File: src/hdl/lsf_pkg.sv
// lsf_pkg: shared types and constants for the line substring filter.
// No dependencies; imported by every module of the block.
package lsf_pkg;

  // Default sizes of the line store and the pattern
  localparam int LINE_MAX_DEFAULT    = 63;
  localparam int PATTERN_MAX_DEFAULT = 16;

  // Configuration port
  localparam int CFG_INDEX_W = 2;
  localparam int CFG_DATA_W  = 64;
  localparam int PAT_LEN_W   = 5;

  localparam logic [CFG_INDEX_W-1:0] CFG_PATTERN_LOW    = 2'd0;
  localparam logic [CFG_INDEX_W-1:0] CFG_PATTERN_HIGH   = 2'd1;
  localparam logic [CFG_INDEX_W-1:0] CFG_PATTERN_LENGTH = 2'd2;

  localparam logic [7:0] NEWLINE   = 8'd10;
  localparam logic [7:0] ZERO_BYTE = 8'd0;

  // Input and output items
  typedef struct packed {
    logic [7:0] in_byte;
    logic       end_of_input;
  } in_item_t;

  typedef struct packed {
    logic [7:0] out_byte;
    logic       last_of_line;
  } out_item_t;

  // Controller states
  typedef enum logic {
    ST_COLLECT,
    ST_EMIT
  } lsf_state_t;

  // Control for the line byte cells
  typedef struct packed {
    logic write;
    logic shift;
  } byte_ctrl_t;

  // Control for the match cells
  typedef struct packed {
    logic clear;
    logic advance;
  } match_ctrl_t;

endpackage

File: src/hdl/lsf_byte_cell.sv
// lsf_byte_cell: one byte of the line store.
// Depends on lsf_pkg. Loaded by index while collecting, shifts toward cell 0 while emitting.
module lsf_byte_cell (
  input  logic               clk,
  input  lsf_pkg::byte_ctrl_t ctrl,
  input  logic [7:0]         wdata,
  input  logic [7:0]         from_next,
  output logic [7:0]         data
);
  import lsf_pkg::*;

  // Store a new byte or take the neighbor's byte
  always_ff @(posedge clk) begin
    if (ctrl.write) begin
      data <= wdata;
    end else if (ctrl.shift) begin
      data <= from_next;
    end
  end

endmodule

File: src/hdl/lsf_match_cell.sv
// lsf_match_cell: one pattern position of the incremental string matcher.
// Depends on lsf_pkg. Holds whether the text so far ends in the pattern prefix up to here.
module lsf_match_cell (
  input  logic                 clk,
  input  logic                 rst,
  input  lsf_pkg::match_ctrl_t ctrl,
  input  logic [7:0]           line_byte,
  input  logic [7:0]           pat_byte,
  input  logic                 prev_matched,
  output logic                 hit,
  output logic                 matched
);
  import lsf_pkg::*;

  // Prefix up to the previous position matched and this byte agrees
  assign hit = prev_matched && (line_byte == pat_byte);

  always_ff @(posedge clk) begin
    if (rst || ctrl.clear) begin
      matched <= 1'b0;
    end else if (ctrl.advance) begin
      matched <= hit;
    end
  end

endmodule

File: src/hdl/line_substring_filter_unit.sv
// line_substring_filter_unit: top level of the fixed-string line filter.
// Depends on lsf_pkg, lsf_byte_cell and lsf_match_cell.
//
// Bytes are taken one per cycle while a line is collected; a row of LINE_MAX
// byte cells holds the line and a row of PATTERN_MAX match cells tracks the
// search as each byte arrives, so the match is known when the line closes.
// A newline, or end of input on a nonempty line, closes the line. A matching
// line is then shifted out of the byte row toward cell 0, one byte per cycle
// that the output side accepts, followed by a newline with last_of_line set;
// input is held off until that newline is emitted, the bytes sent being the
// line up to its first zero byte. Other lines never hold off input. The user
// must write the config port only while idle; the block does not enforce it.
module line_substring_filter_unit #(
  parameter int LINE_MAX    = lsf_pkg::LINE_MAX_DEFAULT,
  parameter int PATTERN_MAX = lsf_pkg::PATTERN_MAX_DEFAULT
) (
  input  logic                            clk,
  input  logic                            rst,
  input  logic                            cfg_we,
  input  logic [lsf_pkg::CFG_INDEX_W-1:0] cfg_index,
  input  logic [lsf_pkg::CFG_DATA_W-1:0]  cfg_data,
  input  logic                            in_valid,
  output logic                            in_ready,
  input  lsf_pkg::in_item_t               in_item,
  output logic                            out_valid,
  input  logic                            out_ready,
  output lsf_pkg::out_item_t              out_item
);
  import lsf_pkg::*;

  localparam int LEN_W = $clog2(LINE_MAX + 1);
  localparam int PL_W  = $clog2(PATTERN_MAX + 1);

  // Configuration registers
  logic [CFG_DATA_W-1:0] pattern_low;
  logic [CFG_DATA_W-1:0] pattern_high;
  logic [PAT_LEN_W-1:0]  pattern_length;

  // Control state
  lsf_state_t       state;
  lsf_state_t       state_next;
  logic [LEN_W-1:0] line_len;
  logic [LEN_W-1:0] text_len;
  logic [LEN_W-1:0] remain;
  logic             zero_seen;
  logic             found;

  // Decode and control
  logic [2*CFG_DATA_W-1:0] pattern_all;
  logic [PAT_LEN_W-1:0]    plen_clamped;
  logic [PL_W-1:0]         plen_eff;
  logic                    accept;
  logic                    is_end;
  logic                    is_newline;
  logic                    close_line;
  logic                    store;
  logic                    search;
  logic                    line_matched;
  logic                    found_hit;
  logic                    out_free;
  logic                    emit_byte;
  logic                    emit_last;
  byte_ctrl_t              byte_ctrl [LINE_MAX];
  match_ctrl_t             match_ctrl;

  // Cell rows
  logic [7:0]       cell_data [LINE_MAX];
  logic [PATTERN_MAX-1:0] hit;
  logic [PATTERN_MAX-1:0] matched;

  // Configuration writes
  always_ff @(posedge clk) begin
    if (rst) begin
      pattern_low    <= '0;
      pattern_high   <= '0;
      pattern_length <= '0;
    end else if (cfg_we) begin
      case (cfg_index)
        CFG_PATTERN_LOW:    pattern_low    <= cfg_data;
        CFG_PATTERN_HIGH:   pattern_high   <= cfg_data;
        CFG_PATTERN_LENGTH: pattern_length <= cfg_data[PAT_LEN_W-1:0];
        default:            ;
      endcase
    end
  end

  // Effective pattern length: clamp, then cut at the first zero byte
  assign pattern_all  = {pattern_high, pattern_low};
  assign plen_clamped = (pattern_length > PAT_LEN_W'(PATTERN_MAX)) ?
                        PAT_LEN_W'(PATTERN_MAX) : pattern_length;

  always_comb begin
    plen_eff = plen_clamped[PL_W-1:0];
    for (int k = PATTERN_MAX - 1; k >= 0; k--) begin
      if ((PAT_LEN_W'(k) < plen_clamped) && (pattern_all[8*k +: 8] == ZERO_BYTE)) begin
        plen_eff = PL_W'(k);
      end
    end
  end

  // Input decode
  assign in_ready   = (state == ST_COLLECT);
  assign accept     = in_valid && in_ready;
  assign is_end     = in_item.end_of_input;
  assign is_newline = !is_end && (in_item.in_byte == NEWLINE);
  assign close_line = accept && (is_newline || (is_end && (line_len != '0)));
  assign store      = accept && !is_end && !is_newline && (line_len < LEN_W'(LINE_MAX));
  assign search     = store && !zero_seen && (in_item.in_byte != ZERO_BYTE);

  // Hit at the last pattern position in use
  always_comb begin
    found_hit = 1'b0;
    for (int k = 0; k < PATTERN_MAX; k++) begin
      if (PL_W'(k + 1) == plen_eff) begin
        found_hit = hit[k];
      end
    end
  end

  assign line_matched = (plen_eff == '0) || found;
  assign out_free     = !out_valid || out_ready;

  // Next state
  always_comb begin
    state_next = state;
    case (state)
      ST_COLLECT: begin
        if (close_line && line_matched) begin
          state_next = ST_EMIT;
        end
      end
      ST_EMIT: begin
        if (out_free && (remain == '0)) begin
          state_next = ST_COLLECT;
        end
      end
      default: state_next = ST_COLLECT;
    endcase
  end

  // Outputs of the controller
  always_comb begin
    emit_byte = 1'b0;
    emit_last = 1'b0;
    case (state)
      ST_COLLECT: ;
      ST_EMIT: begin
        emit_byte = out_free && (remain != '0);
        emit_last = out_free && (remain == '0);
      end
      default: ;
    endcase
  end

  assign match_ctrl.clear   = close_line;
  assign match_ctrl.advance = search;

  always_ff @(posedge clk) begin
    if (rst) begin
      state <= ST_COLLECT;
    end else begin
      state <= state_next;
    end
  end

  // Line bookkeeping
  always_ff @(posedge clk) begin
    if (rst) begin
      line_len  <= '0;
      text_len  <= '0;
      zero_seen <= 1'b0;
      found     <= 1'b0;
      remain    <= '0;
    end else begin
      if (close_line) begin
        line_len  <= '0;
        text_len  <= '0;
        zero_seen <= 1'b0;
        found     <= 1'b0;
        remain    <= text_len;
      end else begin
        if (store) begin
          line_len <= line_len + 1'b1;
          if (in_item.in_byte == ZERO_BYTE) begin
            zero_seen <= 1'b1;
          end
        end
        if (search) begin
          text_len <= text_len + 1'b1;
          if (found_hit) begin
            found <= 1'b1;
          end
        end
        if (emit_byte) begin
          remain <= remain - 1'b1;
        end
      end
    end
  end

  // Output register
  always_ff @(posedge clk) begin
    if (rst) begin
      out_valid <= 1'b0;
    end else if (emit_byte || emit_last) begin
      out_valid <= 1'b1;
    end else if (out_ready) begin
      out_valid <= 1'b0;
    end
  end

  always_ff @(posedge clk) begin
    if (emit_byte) begin
      out_item.out_byte     <= cell_data[0];
      out_item.last_of_line <= 1'b0;
    end else if (emit_last) begin
      out_item.out_byte     <= NEWLINE;
      out_item.last_of_line <= 1'b1;
    end
  end

  // Row of line byte cells
  for (genvar i = 0; i < LINE_MAX; i++) begin : g_byte
    logic [7:0] from_next;

    if (i == LINE_MAX - 1) begin : g_end
      assign from_next = ZERO_BYTE;
    end else begin : g_mid
      assign from_next = cell_data[i+1];
    end

    assign byte_ctrl[i].write = store && (line_len == LEN_W'(i));
    assign byte_ctrl[i].shift = emit_byte;

    lsf_byte_cell u_cell (
      .clk       (clk),
      .ctrl      (byte_ctrl[i]),
      .wdata     (in_item.in_byte),
      .from_next (from_next),
      .data      (cell_data[i])
    );
  end

  // Row of match cells
  for (genvar k = 0; k < PATTERN_MAX; k++) begin : g_match
    logic prev_matched;

    if (k == 0) begin : g_first
      assign prev_matched = 1'b1;
    end else begin : g_rest
      assign prev_matched = matched[k-1];
    end

    lsf_match_cell u_cell (
      .clk          (clk),
      .rst          (rst),
      .ctrl         (match_ctrl),
      .line_byte    (in_item.in_byte),
      .pat_byte     (pattern_all[8*k +: 8]),
      .prev_matched (prev_matched),
      .hit          (hit[k]),
      .matched      (matched[k])
    );
  end

endmodule

File: config.mk
export PLATFORM = sky130hd
export DESIGN_NAME = line_substring_filter_unit
export DESIGN_NICKNAME = d
export VERILOG_FILES = /design/src/hdl/lsf_pkg.sv /design/src/hdl/lsf_byte_cell.sv /design/src/hdl/lsf_match_cell.sv /design/src/hdl/line_substring_filter_unit.sv
export SDC_FILE = /design/constraint.sdc
export NUM_CORES = 1
export LEC_CHECK = 0
export ABC_AREA = 1
export BUFFER_PORTS_ARGS = -buffer_cell sky130_fd_sc_hd__buf_2
export CAP_MARGIN = 20
export CELL_PAD_IN_SITES_DETAIL_PLACEMENT = 1
export CELL_PAD_IN_SITES_GLOBAL_PLACEMENT = 1
export CORE_ASPECT_RATIO = 2
export CORE_UTILIZATION = 51
export DETAILED_ROUTE_END_ITERATION = 8
export GPL_TIMING_DRIVEN = 1
export PLACE_DENSITY = 0.91
export SLEW_MARGIN = 5
export SYNTH_ARGS = -nofsm -noshare
export SYNTH_HDL_FRONTEND = slang
export SYNTH_HIERARCHICAL = 1
export SYNTH_SLANG_ARGS = --single-unit
File: constraint.sdc
create_clock -name clk -period 5.44 [get_ports clk]
set_clock_uncertainty 0.05 [all_clocks]
set_input_delay 0.544 -clock clk [delete_from_list [all_inputs] [get_ports clk]]
set_output_delay 0.544 -clock clk [all_outputs]
set_load 0.01 [all_outputs]
# --- Word-level counts from Yosys, hierarchy flattened ---
# Index checks and enable logic that the tools add are counted.
# W data, S select, Z words.
classes:
  addsub: 3
  n_mul: 0
  div: 0
  n_lt_le_gt_ge: 18
  eq_ne: 97
  shifts: 0
  mux: 170
  bitwise_logic: 1
  n_reduce_logical: 211
op_table:
  columns: ["cell", "n"]
  rows:
  - ["$mux W8", 126]
  - ["$eq A6 B6 Y1 const B", 31]
  - ["$logic_not A8 Y1", 17]
  - ["$reduce_bool A2 Y1", 66]
  - ["$eq A8 B8 Y1", 16]
  - ["$logic_and A1 B1 Y1", 106]
  - ["$eq A6 B5 Y1 const B", 16]
  - ["$mux W5", 17]
  - ["$eq A6 B4 Y1 const B", 8]
  - ["$eq A4 B5 Y1 const A", 8]
  - ["$lt A4 B5 Y1 const A", 8]
  - ["$eq A6 B3 Y1 const B", 4]
  - ["$mux W1", 22]
  - ["$eq A3 B5 Y1 const A", 4]
  - ["$lt A3 B5 Y1 const A", 4]
  - ["$mux W9", 2]
  - ["$add A6 B1 Y6 const B", 2]
  - ["$eq A6 B2 Y1 const B", 2]
  - ["$logic_not A6 Y1", 2]
  - ["$mux W6", 2]
  - ["$reduce_bool A6 Y1", 2]
  - ["$eq A2 B5 Y1 const A", 2]
  - ["$lt A1 B5 Y1 const A", 2]
  - ["$lt A2 B5 Y1 const A", 2]
  - ["other kinds (18)", 29]
word_totals:
  register_bits: 683
  latch_bits: 0
  ram_bits: 0
  romBits: 0
  input_bits: 80
  word_cells: 590
  n_memories: 0

# --- Depth between registers and ports, before layout ---
# Gate-level depths: netlist of run 1.
depth:
  ltp_word: 38
  mapped_depth: 27

# --- By module ---
# Netlist of run 1, hierarchy kept.
by_module_without_submodules:
  columns: ["mod", "n_inst", "cells_each", "area_per_inst_um2", "seq_area_each_um2"]
  rows:
  - ["lsf_byte_cell", 63, 35, 351.6, 240.2]
  - ["line_substring_filter_unit", 1, 1116, 7553.5, 3363.2]
  - ["lsf_match_cell", 16, 51, 240.2, 20.0]

# --- Worst setup path after synthesis of run 1 ---
# OpenSTA, ideal clock, no wires.
synth_path:
  kind: "input port to flip-flop"
  startpoint: "input port in_item[6] (netlist bit)"
  endpoint: "register g_byte[32].u_cell.data[0] (enable)"
  setup_time_ps: 284
  t_arrival_ps: 2596
  t_required_ps: 5106
  path_slack_ps: 2510
  cell_stages: 10
  path_buffers: 2
  cell_sequence: "or4_1 o31ai_1 inv_1 nand2_1 inv_2 nand2_1 clkbuf_1 nor2_1 buf_6 or2_1"
synth_lines:
  columns: ["item", "line_no", "source"]
  rows:
  - ["start, declared", "line_substring_filter_unit.sv:24", "input lsf_pkg::in_item_t in_item,"]
  - ["end signal, assigned", "lsf_byte_cell.sv:15", "data <= wdata;"]
  - ["end signal, assigned", "lsf_byte_cell.sv:17", "data <= from_next;"]
  - ["end, declared", "lsf_byte_cell.sv:8", "output logic [7:0] data"]

==> flow_metrics.tcl, run 1 <==
set metrics [dict create \
    status "finished, final reports clean" \
    grt_max_degree 134 \
    coreArea_sq_um 64700 \
    syn-cell-area_sq_um 33400 \
    crit_required_ps 5680 \
    routed_wirelength_microns 110000 \
    max_freq_mhz 242 \
    first_pass_iters 5 \
    via_count 28700 \
    clock-root-buffer "clkbuf_16" \
    clk_path_buf_depth 3 \
    dp_hpwl_microns 75300 \
    critPathKind "reg -> reg" \
    tightest_slew_ps 1250 \
    grt_antenna_before_repair 6 \
    cp-start-kind "flop" \
    dieHeight_microns 364 \
    ios 91 \
    area_growth_pct 8.86 \
    yosysWarningCount 6 \
    postCtsHoldBufs 0 \
    fp-row-count 132 \
    cts_made_buffers 58 \
    die_w_microns 183 \
    start_util 0.517 \
    drc 0 \
    numClockSinks 683 \
    insertion_delay_ps 640 \
    max_slew_margin 0.158 \
    finalSetupTns_ps 0 \
    final_nets 4286 \
    cts_tree "done" \
    worstPathArrival_ps 4370 \
    fill_cells 8019 \
    crit_fanout 19 \
    worstSetupEndpointType "flop" \
    grt_overflow_total 0 \
    power_mw 11.1 \
    grt_usage 0.333 \
    grt_pass1_vias 31200 \
    min_period_over_period 0.758 \
    drt-initial-drc-count 1827 \
    cts_resized 0 \
    drv_slew 0 \
    portBuffers 90 \
    htreeDepth 2 \
    synth.avg_cell_area_sq_um 8.12 \
    dieArea_sq_um 66700 \
    vdd_drop_max_v 0.000274 \
    postCtsSetupRepairBufs 0 \
    synthCells 4117 \
    setup_violations 0 \
    vias_per_cell 5.59 \
    rsz0062_at_grt "false" \
    grt_pass1_wl_microns 168000 \
    wl_per_cell_microns 21.5 \
    antenna_left 0 \
    clk_pin_slew_ps 70 \
    max_cap_violations 0 \
    p_leak_nw 15.9 \
    finalCriticalPeriod_ps 4130 \
    hold_viol_final 0 \
    place.gp.congestion 0.933 \
    hold_path.class "in -> reg" \
    powerDensity_nw_per_um2 304 \
    drive_gt1_frac 0.0817 \
]
-- sequential cells by signal, summed over array words and instances (netlist names) --
signal,flops
g_byte.u_cell/data,504
pattern_high,64
pattern_low,64
g_match.u_cell/matched,15
out_item,9
line_len,6
remain,6
text_len,6
pattern_length,5
found,1
out_valid,1
state,1
zero_seen,1
-- metal layers --
layer / vias up / global-route usage / wire [microns]
met4: 0 / 0.267 / 9250
met3: 451 / 0.0433 / 5680
met5: - / 0 / 0
met1: 14000 / 0.317 / 36200
met2: 1012 / 0.632 / 59200
li1: 13200 / - / -
-- layout by cell type (no fill, tap or decap), types with 4 or more instances in the layout --
| cell type | n |
|---|---|
| diode_2 | 5 |
| a21oi_1 | 73 |
| nor3_2 | 4 |
| inv_1 | 355 |
| buf_4 | 36 |
| nand2_1 | 1923 |
| xor2_1 | 5 |
| buf_2 | 84 |
| a21oi_2 | 15 |
| nor2_1 | 390 |
| o21ai_0 | 160 |
| xnor2_1 | 33 |
| inv_2 | 76 |
| nor3_1 | 33 |
| clkbuf_16 | 58 |
| or2_1 | 63 |
| conb_1 | 10 |
| a31oi_1 | 8 |
| o211ai_1 | 17 |
| ha_1 | 7 |
| dfxtp_1 | 171 |
| nand3_2 | 5 |
| clkinv_1 | 8 |
| nand4_1 | 51 |
| clkbuf_1 | 12 |
| nand2_2 | 6 |
| edfxtp_1 | 512 |
| o21ai_1 | 4 |
| or2_2 | 18 |
| bufinv_16 | 9 |
| clkinv_2 | 11 |
| nor4_1 | 10 |
| nand3_1 | 50 |
-- final timing paths --
| kind | start | cells past startpoint | end | slack [ps] |
|---|---|---|---|---|
| max | line_len[4] | 8 | g_byte[33].u_cell/data[4] | 1310 |
| min | cfg_data[53] | 3 | pattern_high[53] | 90 |
| max reg2reg | line_len[4] | 8 | g_byte[33].u_cell/data[4] | 1310 |
| min reg2reg | found | 2 | found | 410 |
-- metrics by stage --
step	area [sq um]	setup WS, ps	hold WS, ps	cells	utilization
6_report	36400	1310	86.4	5125	0.562
5_1_grt	36400	1090	93.3	5123	0.562
4_1_cts	36400	1280	78.0	5115	0.562
3_5_place_dp	34400	1180	397	5005	0.531
3_3_place_gp	34400	1390	389	5005	0.531
2_1_floorplan	33500	2510	377	4125	-
-- where the power goes --
group	switching [mW]	internal, mW	leakage (nW)
sequential	0.0760	5.64	6.01
combinational	0.659	0.244	8.97
clock	2.01	2.44	0.957
total	2.74	8.33	15.9
-- cell type report --
type                    count  area, sq um  area share
flip-flops and latches    683        18800       0.516
inverters                 433         1630      0.0447
clock inverters            36          428      0.0118
clock buffers              74         1540      0.0424
repair buffers            124          728      0.0200
well taps                 871         1090      0.0299
diodes                      5         12.5    0.000344
multi-input cells        2899        12200       0.335
-- worst max-delay path, stage by stage (launching register included) --
cell and delay (ps):
dfxtp_1 360, nand2_1 480, inv_1 150, a21oi_1 210, nand2_1 260, inv_2 350, nand2_1 480, nor3_1 960
or2_1 470
No activity file was read; power rests on OpenSTA's default activity.
==> run 2: changes to the inputs <==
--- a/config.mk
+++ b/config.mk
@@ -11,10 +11,10 @@
 export CELL_PAD_IN_SITES_DETAIL_PLACEMENT = 1
 export CELL_PAD_IN_SITES_GLOBAL_PLACEMENT = 1
 export CORE_ASPECT_RATIO = 2
-export CORE_UTILIZATION = 51
+export CORE_UTILIZATION = 43
 export DETAILED_ROUTE_END_ITERATION = 8
 export GPL_TIMING_DRIVEN = 1
-export PLACE_DENSITY = 0.91
+export PLACE_DENSITY = 0.82
 export SLEW_MARGIN = 5
 export SYNTH_ARGS = -nofsm -noshare
 export SYNTH_HDL_FRONTEND = slang
==> constraint.sdc (replaced) <==
create_clock -name clk -period 3.35 [get_ports clk]
set_clock_uncertainty 0.05 [all_clocks]
set_input_delay 0.335 -clock clk [delete_from_list [all_inputs] [get_ports clk]]
set_output_delay 0.335 -clock clk [all_outputs]
set_load 0.01 [all_outputs]
==> flow_metrics.tcl, run 2 (synthesis gave the netlist of run 1 again) <==
set metrics [dict create \
    setup.worst_path.start "line_len[1]" \
    hold_path_depth 4 \
    clock-root-buffer "clkbuf_16" \
    cts_tree "done" \
    reg2regPathDepth 9 \
    dp_hpwl_microns 74100 \
    antenna_left 0 \
    vias_per_cell 5.21 \
    reg.largest.list "g_byte.u_cell/data x504, pattern_high x64, pattern_low x64" \
    clk_path_buf_depth 3 \
    dieHeight_microns 396 \
    grt_pass1_vias 30300 \
    via_count 28000 \
    p_leak_nw 16.4 \
    critPathMaxStageDelay_ps 810 \
    crit_top_cell "nand2_1" \
    wl_per_cell_microns 20.0 \
    coreArea_sq_um 76900 \
    insertion_delay_ps 680 \
    largest_reg_flops 504 \
    final_nets 4382 \
    grt_usage 0.279 \
    drc 0 \
    grt_pass1_wl_microns 167000 \
    fp-row-count 144 \
    area_growth_pct 12.5 \
    finalSetupTns_ps 0 \
    max_freq_mhz 325 \
    r2r_end "g_byte[33].u_cell/data[7]" \
    critPathKind "reg -> reg" \
    cpMaxStageDelayCell "nor3_1" \
    max_slew_margin 0.303 \
    portBuffers 90 \
    crit_fanout 19 \
    htreeDepth 2 \
    final_common_cell "nand2_1" \
    max_cap_violations 0 \
    grt_antenna_before_repair 3 \
    routed_wirelength_microns 108000 \
    path_cells "ha_1 -> inv_1 -> nor2_1 -> a21oi_1 -> nand2_1 -> inv_2 -> nand2_1 -> nor3_1 -> or2_1" \
    worstPathArrival_ps 3360 \
    setup_violations 0 \
    cts_made_buffers 61 \
    regToRegSetupSlack_ps 270 \
    min_to "out_valid" \
    numClockSinks 683 \
    drv_slew 0 \
    min_period_over_period 0.920 \
    vdd_drop_max_v 0.000425 \
    grt_max_degree 134 \
    first_pass_iters 5 \
    finalCriticalPeriod_ps 3080 \
    start_util 0.435 \
    top_register "g_byte.u_cell/data" \
    place.gp.congestion 0.907 \
    worstSetupEndpointType "flop" \
    drt-initial-drc-count 1398 \
    drive_gt1_frac 0.0874 \
    mostFrequentLayoutCells "nand2_1, edfxtp_1, nor2_1" \
    powerDensity_nw_per_um2 482 \
    ios 91 \
    dp_slack_ps 147 \
    dieArea_sq_um 79000 \
    fin_ws_ps 269 \
    r2r_start "line_len[1]" \
    fill_cells 9291 \
    hold_viol_final 0 \
    crit_required_ps 3630 \
    die_w_microns 199 \
    hold_start "out_ready" \
    clk_pin_slew_ps 70 \
    status "finished, final reports clean" \
    cp-start-kind "flop" \
    hold_path.class "in -> reg" \
    cp_top_family "simple AND/OR/NAND/NOR gates" \
    cp.buffers_inverters 2 \
    tightest_slew_ps 1050 \
    grt_overflow_total 0 \
]
-- run 2: per-stage QoR --
| step | instances | util | hold WS [ps] | total power, mW | area [sq um] |
|---|---|---|---|---|---|
| 5_1_grt | 5372 | 0.489 | 73.1 | 18.7 | 37600 |
| 6_report | 5374 | 0.489 | 76.8 | 18.1 | 37600 |
| 3_3_place_gp | 5187 | 0.454 | 398 | 10.9 | 34900 |
| 4_1_cts | 5367 | 0.489 | 30.6 | 18.3 | 37600 |
| 3_5_place_dp | 5187 | 0.454 | 396 | 10.9 | 34900 |
| 2_1_floorplan | 4125 | - | 377 | 10.2 | 33500 |
-- run 2: worst max path at each step --
stage	endpoint	slack (ps)	depth (start not counted)
finish	g_byte[33].u_cell/data[7]	270	9
global route	g_byte[33].u_cell/data[3]	-0.7	9
CTS	g_byte[34].u_cell/data[0]	200	9
detailed placement	g_byte[29].u_cell/data[3]	150	9
global placement	g_byte[20].u_cell/data[1]	210	9
floorplan	g_byte[32].u_cell/data[0]	630	10
-- run 2: what timing repair did --
| action | CTS | global route |
|---|---|---|
| resized for setup | 0 | 2 |
| hold buffers | 64 | 0 |
| setup endpoints to repair | 0 | 16 |
| buffers inserted | 0 | 0 |
| endpoints found under the hold margin | 131 | 0 |
-- run 2: report_power, final --
group          internal [mW]  total (mW)  switching [mW]
sequential              9.16        9.28           0.121
clock                   3.94        7.29            3.36
combinational          0.481        1.55            1.07
total                   13.6        18.1            4.55
-- run 2: tightest hold or removal path, delay by kind of cell --
family | cells | cell delay (ps)
AND/OR/NAND/NOR | 3 | 330
buffers and inverters | 1 | 80
-- run 2: cell type report --
cell class                      count  area [sq um]  share of cell area
Timing Repair Buffer              217          1710              0.0455
Clock buffer                       75          1660              0.0442
Antenna cell                        4          10.0            0.000266
Clock inverter                     41           364             0.00967
Multi-Input combinational cell   2899         12200               0.324
Inverter                          433          1630              0.0432
Sequential cell                   683         18800               0.499
Tap cell                         1022          1280              0.0340
-- run 2: metal layers --
layer  global-route usage  vias to the layer above  share of wire
met4                0.191                        2          0.075
met5                    0                        -        0.00012
met2                0.538                      664           0.55
met1                0.271                    13700           0.34
met3               0.0297                      300          0.036
li1                     -                    13300              -
==> run 3: changes to the inputs <==
--- a/config.mk
+++ b/config.mk
@@ -11,12 +11,11 @@
 export CELL_PAD_IN_SITES_DETAIL_PLACEMENT = 1
 export CELL_PAD_IN_SITES_GLOBAL_PLACEMENT = 1
 export CORE_ASPECT_RATIO = 2
-export CORE_UTILIZATION = 43
+export CORE_UTILIZATION = 44
 export DETAILED_ROUTE_END_ITERATION = 8
 export GPL_TIMING_DRIVEN = 1
-export PLACE_DENSITY = 0.82
+export PLACE_DENSITY = 0.81
 export SLEW_MARGIN = 5
 export SYNTH_ARGS = -nofsm -noshare
 export SYNTH_HDL_FRONTEND = slang
-export SYNTH_HIERARCHICAL = 1
 export SYNTH_SLANG_ARGS = --single-unit
==> constraint.sdc (replaced) <==
create_clock -name clk -period 2.5 [get_ports clk]
set_clock_uncertainty 0.05 [all_clocks]
set_input_delay 0.25 -clock clk [delete_from_list [all_inputs] [get_ports clk]]
set_output_delay 0.25 -clock clk [all_outputs]
set_load 0.01 [all_outputs]
==> flow_metrics.tcl, run 3 <==
set metrics [dict create \
    status "finished with violations" \
    violations "setup timing" \
    crit_fanout 4 \
    synth_top_area_frac 0.519 \
    holdWs_ps 165 \
    synth_top_area_cell "edfxtp_1" \
    fin_util 0.573 \
    first_pass_iters 5 \
    max_freq_mhz 361 \
    p_leak_nw 15.5 \
    grt_pass1_vias 28400 \
    grt_pass1_wl_microns 161000 \
    synthArstFlopShare 0 \
    regToRegSetupSlack_ps -270 \
    final_area_sq_um 38300 \
    numClockSinks 683 \
    dp_hpwl_microns 71900 \
    finalNonFillerCells 4507 \
    synth_edf_count 512 \
    top_register "g_byte.u_cell.data" \
    hold_path_depth 3 \
    drt-initial-drc-count 1751 \
    tightest_slew_ps 883 \
    syn-cell-area_sq_um 29700 \
    cp-start-kind "flop" \
    r2r_start "pattern_length[4]" \
    wl_per_cell_microns 24.1 \
    clk_path_buf_depth 3 \
    via_count 25800 \
    reg.largest.list "g_byte.u_cell.data x504, pattern_high x64, pattern_low x64" \
    vdd_drop_max_v 0.000579 \
    finalSetupTns_ps -763 \
    cts_made_buffers 58 \
    crit_required_ps 2990 \
    fp-row-count 134 \
    fin_ws_ps -271 \
    synth_area_leaders "edfxtp_1, dfxtp_1, o21ai_0" \
    min_period_over_period 1.11 \
    place.gp.congestion 0.946 \
    max_cap_violations 0 \
    max_slew_margin 0.411 \
    post-place-cells 4296 \
    synthFlopType "edfxtp_1" \
    finalCriticalPeriod_ps 2770 \
    synth_common_cells "nand2_1, o21ai_0, edfxtp_1" \
    largest_reg_flops 504 \
    r2r_end "found" \
    worstPathArrival_ps 3260 \
    hold_viol_final 0 \
    drc 0 \
    hold_start "cfg_index[1]" \
    dp_slack_ps -776 \
    dieArea_sq_um 68500 \
    synth_nets 3156 \
    synth.distinct_cells 42 \
    insertion_delay_ps 660 \
    placed_area_sq_um 34500 \
    vias_per_cell 5.73 \
    die_w_microns 186 \
    cts_tree "done" \
    yosysWarningCount 0 \
    start_util 0.444 \
    grt_max_degree 77 \
    ys_seq_area_frac 0.634 \
    final_common_cell "nand2_1" \
    synth.most_common_cell "nand2_1" \
    coreArea_sq_um 66700 \
    htreeDepth 2 \
    clk_pin_slew_ps 70 \
    grt_usage 0.313 \
    area_growth_pct 29.0 \
    ios 91 \
    drv_slew 0 \
    min_to "pattern_length[1]" \
    routed_wirelength_microns 109000 \
    antenna_left 0 \
    worstSetupEndpointType "flop" \
    seqCellArea_sq_um 18800 \
    grt_antenna_before_repair 3 \
    portBuffers 90 \
    clock-root-buffer "clkbuf_16" \
    drive_gt1_frac 0.231 \
    grt_overflow_total 0 \
    dieHeight_microns 369 \
    critPathKind "reg -> reg" \
    rsz0062_at_grt "true" \
    ys_ff_latch 683 \
    synthCells 3069 \
    final_nets 3659 \
    power_mw 24.6 \
    multi_input_area_sq_um 10200 \
    powerDensity_nw_per_um2 643 \
    mostFrequentLayoutCells "nand2_1, o21ai_0, edfxtp_1" \
    synth.avg_cell_area_sq_um 9.66 \
    reg2regPathDepth 25 \
    hold_path.class "in -> reg" \
    fill_cells 7362 \
    setup_violations 26 \
]
==> run 3: final cells by class <==
class,instances,area share
clock buffer,73,0.0399
inverter,173,0.0176
timing repair buffer,639,0.145
antenna,2,0.000131
multi-input combinational,2017,0.267
sequential,683,0.492
tap,884,0.0289
clock inverter,36,0.0103
==> run 3: power by group <==
part,internal (mW),switching [mW]
clock,5.17,4.39
combinational,1.03,1.58
sequential,12.3,0.126
total,18.5,6.10
==> run 3: worst max-delay path by stage <==
| stage | start | slack, ps | end | cells after the start |
|---|---|---|---|---|
| after CTS | pattern_high[23] | -260 | found | 28 |
| after floorplan | in_item[5] | 40 | g_byte[14].u_cell.data[0] | 11 |
| after global routing | pattern_length[4] | -460 | found | 28 |
| after global placement | pattern_length[3] | -730 | found | 21 |
| after detailed placement | pattern_length[3] | -780 | found | 21 |
| final | pattern_length[4] | -270 | found | 25 |
==> run 3: logic make-up after synthesis <==
| group | share of synthesized area |
|---|---|
| simple gates | 0.148 |
| compound gates | 0.152 |
| flops | 0.634 |
| buf+inv | 0.0472 |
| xor+xnor | 0.0154 |
| fa+ha+maj | 0.00295 |
==> run 3: layer usage <==
| metal | GRT usage | part of all wire | up-vias |
|---|---|---|---|
| li1 | - | - | 11600 |
| met1 | 0.298 | 0.32 | 12800 |
| met2 | 0.604 | 0.55 | 1013 |
| met3 | 0.0370 | 0.045 | 425 |
| met4 | 0.225 | 0.084 | 2 |
| met5 | 0 | 0.00012 | - |
==> run 3: repair_timing <==
action | in CTS | in global routing
gates cloned | 0 | 2
hold endpoints to repair | 138 | 0
setup buffers | 12 | 20
pin swaps | 22 | 20
hold buffers | 67 | 0
gates resized for setup | 97 | 133
endpoints found under the setup margin | 852 | 750
==> run 3: critical path, cell delays in order (launching register included) <==
cell and delay [ps]:
dfxtp_4 400, nor2_4 60, inv_2 130, nor2_4 70
buf_4 160, nor3_4 180, nand2_2 110, nand2_4 110
inv_2 30, nand2_1 70, nand2_2 100, nand2_1 80
nand2_2 70, buf_4 150, nand2_2 130, nor2_1 60
a21oi_1 130, nand2_1 70, nand2_1 70, nand2_1 50
nand2_1 70, nand2_1 50, nand2_1 50, nand4_1 80
nand2_1 80, a21oi_1 60
